$ cat src/design/hts_pkg.sv
// ----------------------------------------------------------------------------
// hts_pkg
// Shared types and constants of the header table size ring
// ----------------------------------------------------------------------------
package hts_pkg;

  localparam logic [17:0] ENTRY_OVERHEAD = 18'd32;
  localparam logic [15:0] STATIC_COUNT   = 16'd61;
  localparam logic [15:0] FIRST_DYNAMIC  = 16'd62;
  localparam logic [15:0] RESET_LIMIT    = 16'd4096;

  localparam logic FUNC_INSERT = 1'b0;
  localparam logic FUNC_LOOKUP = 1'b1;

  localparam logic [2:0] ST_STORED  = 3'd0;
  localparam logic [2:0] ST_FLUSHED = 3'd1;
  localparam logic [2:0] ST_STATIC  = 3'd2;
  localparam logic [2:0] ST_DYNAMIC = 3'd3;
  localparam logic [2:0] ST_INVALID = 3'd4;

  typedef struct packed {
    logic [2:0]  status;
    logic [10:0] position;
    logic [11:0] evicted_count;
    logic [11:0] entries_in_use;
    logic [15:0] bytes_in_use;
  } hts_result_t;

endpackage

$ cat src/design/hts_ring_add.sv
// ----------------------------------------------------------------------------
// hts_ring_add
// Shared ring address unit: base plus offset, wrapped once at the slot count
// ----------------------------------------------------------------------------
module hts_ring_add #(
  parameter int SLOTS = 2048
) (
  input  logic [$clog2(SLOTS)-1:0] base,
  input  logic [$clog2(SLOTS+1)-1:0] offset,
  output logic [$clog2(SLOTS)-1:0] sum
);

  localparam int HW = $clog2(SLOTS);
  localparam int CW = $clog2(SLOTS + 1);
  localparam int SW = CW + 1;

  logic [SW-1:0] raw;

  always_comb begin
    raw = SW'(base) + SW'(offset);
    if (raw >= SW'(SLOTS)) begin
      raw = raw - SW'(SLOTS);
    end
    sum = raw[HW-1:0];
  end

endmodule

$ cat src/design/hts_ctrl.sv
// ----------------------------------------------------------------------------
// hts_ctrl
// Sequencer: insert with eviction loop, flush, and index lookup
// ----------------------------------------------------------------------------
module hts_ctrl #(
  parameter int SLOTS = 2048
) (
  input  logic                       clk,
  input  logic                       rst_n,
  input  logic                       start,
  input  logic                       func,
  input  logic [15:0]                name_length,
  input  logic [15:0]                value_length,
  input  logic [15:0]                entry_index,
  input  logic [15:0]                byte_limit,
  input  logic                       out_free,
  output logic                       idle,
  output logic                       res_valid,
  output hts_pkg::hts_result_t       res,
  output logic                       ram_we,
  output logic [$clog2(SLOTS)-1:0]   ram_waddr,
  output logic [15:0]                ram_wdata,
  output logic                       ram_re,
  output logic [$clog2(SLOTS)-1:0]   ram_raddr,
  input  logic [15:0]                ram_rdata
);

  localparam int HW = $clog2(SLOTS);
  localparam int CW = $clog2(SLOTS + 1);

  localparam logic [1:0] S_IDLE = 2'd0;
  localparam logic [1:0] S_EVAL = 2'd1;
  localparam logic [1:0] S_WAIT = 2'd2;

  logic [1:0]    state_r, state_nxt;
  logic          func_r;
  logic [17:0]   cost_r;
  logic [15:0]   idx_r;
  logic [HW-1:0] head_r, head_nxt;
  logic [CW-1:0] total_r, total_nxt;
  logic [15:0]   bytes_r, bytes_nxt;
  logic [CW-1:0] evicted_r, evicted_nxt;

  logic          too_big;
  logic          over;
  logic          need_evict;
  logic [15:0]   idx_off;
  logic          dyn_hit;
  logic [HW-1:0] head_m1;
  logic [CW-1:0] add_offset;
  logic [HW-1:0] add_sum;

  hts_ring_add #(.SLOTS(SLOTS)) u_add (
    .base   (head_r),
    .offset (add_offset),
    .sum    (add_sum)
  );

  always_comb begin
    too_big    = cost_r > {2'b00, byte_limit};
    over       = ({2'b00, bytes_r} + cost_r) > {2'b00, byte_limit};
    need_evict = (over && (total_r != '0)) || (total_r >= CW'(SLOTS));
    idx_off    = idx_r - hts_pkg::FIRST_DYNAMIC;
    dyn_hit    = (idx_r >= hts_pkg::FIRST_DYNAMIC) && (idx_off < 16'(total_r));
    head_m1    = (head_r == '0) ? HW'(SLOTS - 1) : head_r - HW'(1);
    add_offset = (func_r == hts_pkg::FUNC_LOOKUP) ? idx_off[CW-1:0] : total_r - CW'(1);
  end

  always_comb begin
    state_nxt   = state_r;
    head_nxt    = head_r;
    total_nxt   = total_r;
    bytes_nxt   = bytes_r;
    evicted_nxt = evicted_r;
    res_valid   = 1'b0;
    res         = '0;
    ram_we      = 1'b0;
    ram_waddr   = head_m1;
    ram_wdata   = cost_r[15:0];
    ram_re      = 1'b0;
    ram_raddr   = add_sum;
    case (state_r)
      S_IDLE: begin
        if (start) begin
          evicted_nxt = '0;
          state_nxt   = S_EVAL;
        end
      end
      S_EVAL: begin
        if (func_r == hts_pkg::FUNC_LOOKUP) begin
          if (out_free) begin
            res_valid          = 1'b1;
            res.entries_in_use = 12'(total_r);
            res.bytes_in_use   = bytes_r;
            if ((idx_r != '0) && (idx_r <= hts_pkg::STATIC_COUNT)) begin
              res.status   = hts_pkg::ST_STATIC;
              res.position = 11'(idx_r - 16'd1);
            end else if (dyn_hit) begin
              res.status   = hts_pkg::ST_DYNAMIC;
              res.position = 11'(add_sum);
            end else begin
              res.status = hts_pkg::ST_INVALID;
            end
            state_nxt = S_IDLE;
          end
        end else if (too_big) begin
          if (out_free) begin
            res_valid         = 1'b1;
            res.status        = hts_pkg::ST_FLUSHED;
            res.evicted_count = 12'(evicted_r + total_r);
            total_nxt         = '0;
            bytes_nxt         = '0;
            state_nxt         = S_IDLE;
          end
        end else if (need_evict) begin
          ram_re    = 1'b1;
          total_nxt = total_r - CW'(1);
          state_nxt = S_WAIT;
        end else if (out_free) begin
          ram_we             = 1'b1;
          head_nxt           = head_m1;
          bytes_nxt          = bytes_r + cost_r[15:0];
          total_nxt          = total_r + CW'(1);
          res_valid          = 1'b1;
          res.status         = hts_pkg::ST_STORED;
          res.position       = 11'(head_m1);
          res.evicted_count  = 12'(evicted_r);
          res.entries_in_use = 12'(total_nxt);
          res.bytes_in_use   = bytes_nxt;
          state_nxt          = S_IDLE;
        end
      end
      S_WAIT: begin
        bytes_nxt   = (ram_rdata > bytes_r) ? 16'd0 : bytes_r - ram_rdata;
        evicted_nxt = evicted_r + CW'(1);
        state_nxt   = S_EVAL;
      end
      default: begin
        state_nxt = S_IDLE;
      end
    endcase
  end

  assign idle = (state_r == S_IDLE);

  always_ff @(posedge clk) begin
    if (!rst_n) begin
      state_r   <= S_IDLE;
      head_r    <= '0;
      total_r   <= '0;
      bytes_r   <= '0;
      evicted_r <= '0;
    end else begin
      state_r   <= state_nxt;
      head_r    <= head_nxt;
      total_r   <= total_nxt;
      bytes_r   <= bytes_nxt;
      evicted_r <= evicted_nxt;
    end
  end

  always_ff @(posedge clk) begin
    if (start && idle) begin
      func_r <= func;
      cost_r <= hts_pkg::ENTRY_OVERHEAD + {2'b00, name_length} + {2'b00, value_length};
      idx_r  <= entry_index;
    end
  end

endmodule

$ cat config.mk
export PLATFORM = sky130hd
export DESIGN_NAME = hts_ctrl
export DESIGN_NICKNAME = d
export VERILOG_FILES = /design/src/design/hts_pkg.sv /design/src/design/hts_ring_add.sv /design/src/design/hts_ctrl.sv
export SDC_FILE = /design/constraint.sdc
export NUM_CORES = 1
export LEC_CHECK = 0
export BUFFER_PORTS_ARGS = -buffer_cell sky130_fd_sc_hd__buf_4
export CORE_MARGIN = 2
export CORE_UTILIZATION = 58
export DETAILED_ROUTE_END_ITERATION = 16
export GPL_TIMING_DRIVEN = 0
export PLACE_DENSITY = 0.8
export SETUP_SLACK_MARGIN = 0.15
export SYNTH_ARGS = -nofsm -noshare
export SYNTH_HDL_FRONTEND = slang
export SYNTH_SLANG_ARGS = --single-unit
$ cat constraint.sdc
create_clock -name clk -period 7.7 [get_ports clk]
set_input_delay 1.54 -clock clk [delete_from_list [all_inputs] [get_ports clk]]
set_output_delay 1.54 -clock clk [all_outputs]
set_load 0.01 [all_outputs]
# [Word-level counts from Yosys, hierarchy flattened]
# Cells that the tools add are included.
[op_classes] addsub=14 order_cmp=8 eq_ne=8 mux=51 bitwise_logic=3 n_reduce_logical=16
[op_table] cell="12-bit two-way mux" n=9
[op_table] cell="51-bit two-way mux" n=2
[op_table] cell="16-bit two-way mux" n=6
[op_table] cell="28-bit two-way mux" n=3
[op_table] cell="54-bit two-way mux" n=1
[op_table] cell="11-bit two-way mux" n=4
[op_table] cell="14-bit two-way mux" n=3
[op_table] cell="18-bit by 16-bit > comparator with 1-bit output" n=2
[op_table] cell="11-bit by 1-bit subtractor with 11-bit output, second input constant" n=3
[op_table] cell="16-bit case mux with 2 select lines" n=1
[op_table] cell="12-bit by 1-bit adder with 12-bit output, second input constant" n=2
[op_table] cell="12-bit case mux with 2 select lines" n=1
[op_table] cell="16-bit by 18-bit adder with 18-bit output" n=1
[op_table] cell="17-bit by 16-bit adder with 18-bit output" n=1
[op_table] cell="6-bit by 16-bit adder with 17-bit output, first input constant" n=1
[op_table] cell="16-bit adder" n=1
[op_table] cell="16-bit by 6-bit greater-or-equal comparator with 1-bit output, second input constant" n=1
[op_table] cell="16-bit > comparator" n=1
[op_table] cell="16-bit by 6-bit less-or-equal comparator with 1-bit output, second input constant" n=1
[op_table] cell="16-bit by 12-bit < comparator with 1-bit output" n=1
[op_table] cell="16-bit nonzero test" n=1
[op_table] cell="16-bit subtractor" n=1
[op_table] cell="16-bit by 6-bit subtractor with 16-bit output, second input constant" n=1
[op_table] cell="1-bit two-way mux" n=14
[op_table] cell="22 further kinds" n=38
[word_totals] register_bits=88 out_inout_bits=96 wordCells=108

# [Depth between registers and ports, before layout]
[depth] depth_word=10 ltp_mapped=22 ltp_nobuf=18

# [Hierarchy]
# Synthesis repeated with hierarchy kept, for this count alone.
[hier_totals] cells_unflattened=1206 hier_area_um2=9719.3
[modules_own_cells] mod="hts_ctrl" n_inst=1 cells_per_inst=1144 area_per_inst_um2=9266.4 seq_area_each_um2=2112.0
[modules_own_cells] mod="hts_ring_add" n_inst=1 cells_per_inst=62 area_per_inst_um2=452.9 seq_area_each_um2=0.0

# [Least setup slack after synthesis]
# Ideal clock, no wire load.
[synth_timing] kind="register -> output" startpoint="register cost_r[0]" endpoint="output port res[25] (netlist bit)" arrival_time_ps=4769 setup_slack_ps=1391 path_stages_with_launch=21 path_buffers=2 path_cell_list="edfxtp_1 > ha_1 > fa_1 > a211oi_2 > o211ai_1 > a311o_1 > a21o_1 > a21oi_1 > xnor2_1 > ha_1 > o21a_1 > o32a_1 > a22oi_1 > o211ai_1 > or3_1 > buf_2 > a2111o_1 > inv_2 > buf_2 > a21oi_1 > a31oi_1"
[synth_rtl] element="from (decl)" line="hts_ctrl.sv:37" text="logic [17:0] cost_r;"
[synth_rtl] element="from (signal assigned)" line="hts_ctrl.sv:165" text="cost_r <= hts_pkg::ENTRY_OVERHEAD + {2'b00, name_length} + {2'b00, value_length};"
[synth_rtl] element="to (decl)" line="hts_ctrl.sv:19" text="output hts_pkg::hts_result_t res,"

==> reports/metrics.yaml <==
critical_path:
  critical_path.top_delay_family: "compound AO/OA/AOI/OAI gates"
  slowest_stage: "a2111o_1"
  path_cells: "ha_1 -> fa_1 -> a211oi_2 -> o211ai_1 -> a311o_1 -> a21o_1 -> a21oi_1 -> xnor2_2 -> ha_1 -> o21a_1 -> o32a_1 -> a22oi_1 -> o211ai_1 -> or3_1 -> buf_2 -> a2111o_1 -> inv_4 -> buf_6 -> buf_6 -> nand2_1 -> o21ai_0 -> buf_4"
  critPathRequiredTime_ns: 6.16
  crit_path_max_fanout: 10
  slowest_delay_ns: 0.51
  start_kind: "flip-flop"
  crit_buf_inv: 5
  reg2reg_slack_ns: 2.21
  endpoint_kind: "primary output"
  crit_type: "reg -> out"
  cp.arrival_ns: 5.90
die:
  start_util: 0.5857
  die_y_um: 132.7
  ioPinCount: 181
  rows: 47
  fp.dieW_um: 132.7
  coreArea_um2: 16410
  die_area_um2: 17610
clocking:
  clk_pin_slew_worst_paths_ns: 0.08
  clock-sinks: 88
  root_buffer: "clkbuf_16"
  numCtsBuffers: 9
  cts.path.max_buffers: 2
  cts_tree: "done"
  insertion_delay_ns: 0.36
  htree_num_levels: 3
placement:
  portBuffers: 179
  pre_cts_ws_ns: 0.4955
  dp_hpwl_mm: 24.53
  dpl_cell_area_um2: 11230
  routabilityCongestion: 0.9875
route:
  vias_per_cell: 6.148
  drc: 0
  antenna_left: 0
  dr.pass1.iters: 6
  wl_mm: 30.39
  wire_per_inst_um: 18.76
  drt_iter0_markers: 717
  dr_total_vias: 9959
timing:
  hold_viol_final: 0
  rsz0062_at_grt: "yes"
  finalSetupTns_ns: 0
  finClkSkew_ns: 0.01125
  period_share: 0.9667
  max_slew.worst_pin.slew_ns: 1.222
  relSlewSlack: 0.1781
  fmax_mhz: 134.3
  finalSetupViolCount: 0
  drv_slew: 0
  layout_min_cycle_time_ns: 7.443
  finalWorstSetupSlack_ns: 0.2566
pwr:
  netSwitchingPower_w: 0.0005706
  p_int_w: 0.001006
  irDropWorstVdd_uv: 117.8
  p_comb_frac: 0.367
  p_total_w: 0.001577
  p_sw_frac: 0.3619
  clockPowerShare: 0.285
  powerDensity_nw_per_um2: 136.1
  p_leak_nw: 5.330
  power_frac_seq: 0.348
logic_synthesis:
  syn_inst: 1200
  yosysWarnings: 0
  ys_seq_elements: 88
  synth_cell_types: 74
  synth_edf_count: 35
  ys_seq_area_frac: 0.2198
  synthesis.nets: 1427
  async_reset_ff_frac: 0
  synth_ff_type: "dfxtp_1"
  synth_area_um2: 9609
  synth.avg_cell_area_um2: 8.008
job:
  max_cap_viol_count: 0
final_layout:
  layout-drive-gt1-share: 0.1779
  syn_to_final_growth_pct: 20.53
  stdcell_area_um2: 11580
  layout.nets: 1622
  n_fill_cell: 1407
  diodes: 0
  post-route-util: 0.7059
global_routing:
  grt_util_all_layers: 0.3404
  grt_pass1_wl_mm: 47.84
  grt_pass1_vias: 9382
  antenna_found_initial: 0
  grt_max_degree: 37
  gr-total-overflow: 0
min_path:
  hp-class: "reg -> reg"
status:
  outcome: "finished, final reports clean"
## per-layer routing
metal / vias to the layer above / track usage / wire, um
met5: - / 0 / 0
met4: 0 / 0.1517 / 1284
met3: 72 / 0.05594 / 2418
met2: 477 / 0.5723 / 14220
met1: 4577 / 0.4299 / 12470
li1: 4833 / - / -
## what timing repair did
| item | in CTS | in global routing |
|---|---|---|
| cloned | 0 | 0 |
| hold buffers | 0 | 0 |
| buffers inserted | 0 | 5 |
| setup endpoints to repair | 12 | 53 |
| resized for setup | 2 | 5 |
| pin swaps | 1 | 3 |
## state kept, by name, summed over array words and instances (netlist names)
name and cells:
cost_r 18, total_r 12, head_r 11, func_r 1
state_r 2, evicted_r 12, bytes_r 16, idx_r 16
## synth_stat cells, types with 7 or more instances
cell type / number / area share
a211oi_1: 13 / 0.010
a21o_1: 35 / 0.027
a21oi_1: 116 / 0.060
a22o_1: 26 / 0.024
a22oi_1: 16 / 0.013
a31oi_1: 24 / 0.016
and3_1: 20 / 0.013
buf_2: 7 / 0.0036
buf_4: 17 / 0.013
clkbuf_1: 36 / 0.014
dfxtp_1: 53 / 0.11
edfxtp_1: 35 / 0.11
ha_1: 137 / 0.18
inv_1: 81 / 0.032
mux2i_1: 8 / 0.0083
nand2_1: 90 / 0.035
nand2b_1: 15 / 0.0098
nand3_1: 42 / 0.022
nand4_1: 12 / 0.0078
nor2_1: 66 / 0.026
nor2b_1: 12 / 0.0078
nor3_1: 36 / 0.019
o211ai_1: 16 / 0.013
o21a_1: 7 / 0.0055
o21ai_0: 70 / 0.036
o21bai_1: 11 / 0.0086
or2_2: 10 / 0.0065
or3_1: 11 / 0.0072
xnor2_1: 65 / 0.059
xor2_1: 22 / 0.020
## placed cells by master (no fill, tap or decap), types with 4 or more instances in the layout
| master | n |
|---|---|
| a2111oi_0 | 4 |
| a211o_1 | 4 |
| a211oi_1 | 13 |
| a21o_1 | 35 |
| a21oi_1 | 116 |
| a22o_1 | 26 |
| a22oi_1 | 16 |
| a311oi_1 | 4 |
| a31oi_1 | 24 |
| and2_1 | 4 |
| and3_1 | 20 |
| buf_2 | 6 |
| buf_4 | 202 |
| clkbuf_1 | 35 |
| clkbuf_16 | 9 |
| dfxtp_1 | 53 |
| edfxtp_1 | 35 |
| fa_1 | 5 |
| ha_1 | 137 |
| inv_1 | 80 |
| mux2i_1 | 8 |
| nand2_1 | 90 |
| nand2b_1 | 15 |
| nand3_1 | 42 |
| nand4_1 | 12 |
| nor2_1 | 66 |
| nor2b_1 | 12 |
| nor3_1 | 36 |
| nor4_1 | 5 |
| o211ai_1 | 16 |
| o21a_1 | 7 |
| o21ai_0 | 68 |
| o21bai_1 | 11 |
| o22ai_1 | 6 |
| or2_2 | 10 |
| or3_1 | 11 |
| xnor2_1 | 64 |
| xor2_1 | 22 |
## worst reg2reg max path, cell delays in order (launching register included)
cell and delay, ns:
edfxtp_1 0.45, ha_1 0.28, fa_1 0.44, a211oi_2 0.29, o211ai_1 0.16, a311o_1 0.36
a21o_1 0.22, a21oi_1 0.24, xnor2_2 0.18, ha_1 0.29, o21a_1 0.19, o32a_1 0.19
a22oi_1 0.16, o211ai_1 0.20, or3_1 0.34, buf_2 0.16, buf_2 0.20, a21oi_1 0.68
nor3_1 0.19, o22ai_1 0.21
## cell type report
cell class              instances  area (um^2)  area share
flip-flops and latches         88         2112      0.1823
multi-input cells             967         6879      0.5939
plain buffers                  62        322.8     0.02787
clock buffers                   9        225.2     0.01944
inverters                      82        310.3     0.02679
repair buffers                185         1386      0.1197
well taps                     220        275.3     0.02377
clock inverters                 7        71.32    0.006157
## logic make-up (layout without fill, tap and decap cells)
| kind of cell | after synthesis | after routing | synth area share |
|---|---|---|---|
| AOI/OAI and AO/OA | 391 | 391 | 0.2651 |
| and+or+nand+nor | 339 | 339 | 0.1729 |
| buffers and inverters | 145 | 345 | 0.06575 |
| adders and majority gates | 142 | 142 | 0.1888 |
| DFF | 88 | 88 | 0.2198 |
| xor gates and xnor gates | 87 | 87 | 0.07930 |
| muxes | 8 | 8 | 0.008334 |
## power groups by stage
stage / combinational (W) / sequential, W / clock [W]
2_1_floorplan: 0.000387 / 0.000547 / 0
3_3_place_gp: 0.000545 / 0.000558 / 0
3_5_place_dp: 0.000563 / 0.000558 / 0
4_1_cts: 0.000568 / 0.000548 / 0.000451
5_1_grt: 0.000638 / 0.000552 / 0.000469
6_report: 0.000579 / 0.000549 / 0.000449
## path summary, 6_finish.rpt
path / from / end / cells after the start
worst max register to register: cost_r[0] / total_r[10] / 19
worst max-delay path: cost_r[0] / res[17] / 22
worst min register to register: head_r[1] / head_r[1] / 2
worst min-delay path: head_r[1] / head_r[1] / 2
## stage by stage
stage / std cells / hold slack, ns
after floorplan: 1200 / 0.4664
after global placement: 1599 / 0.4871
after detailed placement: 1599 / 0.4994
after CTS: 1615 / 0.5105
after global routing: 1620 / 0.5399
final: 1620 / 0.5205
(Power assumes the default switching activity.)
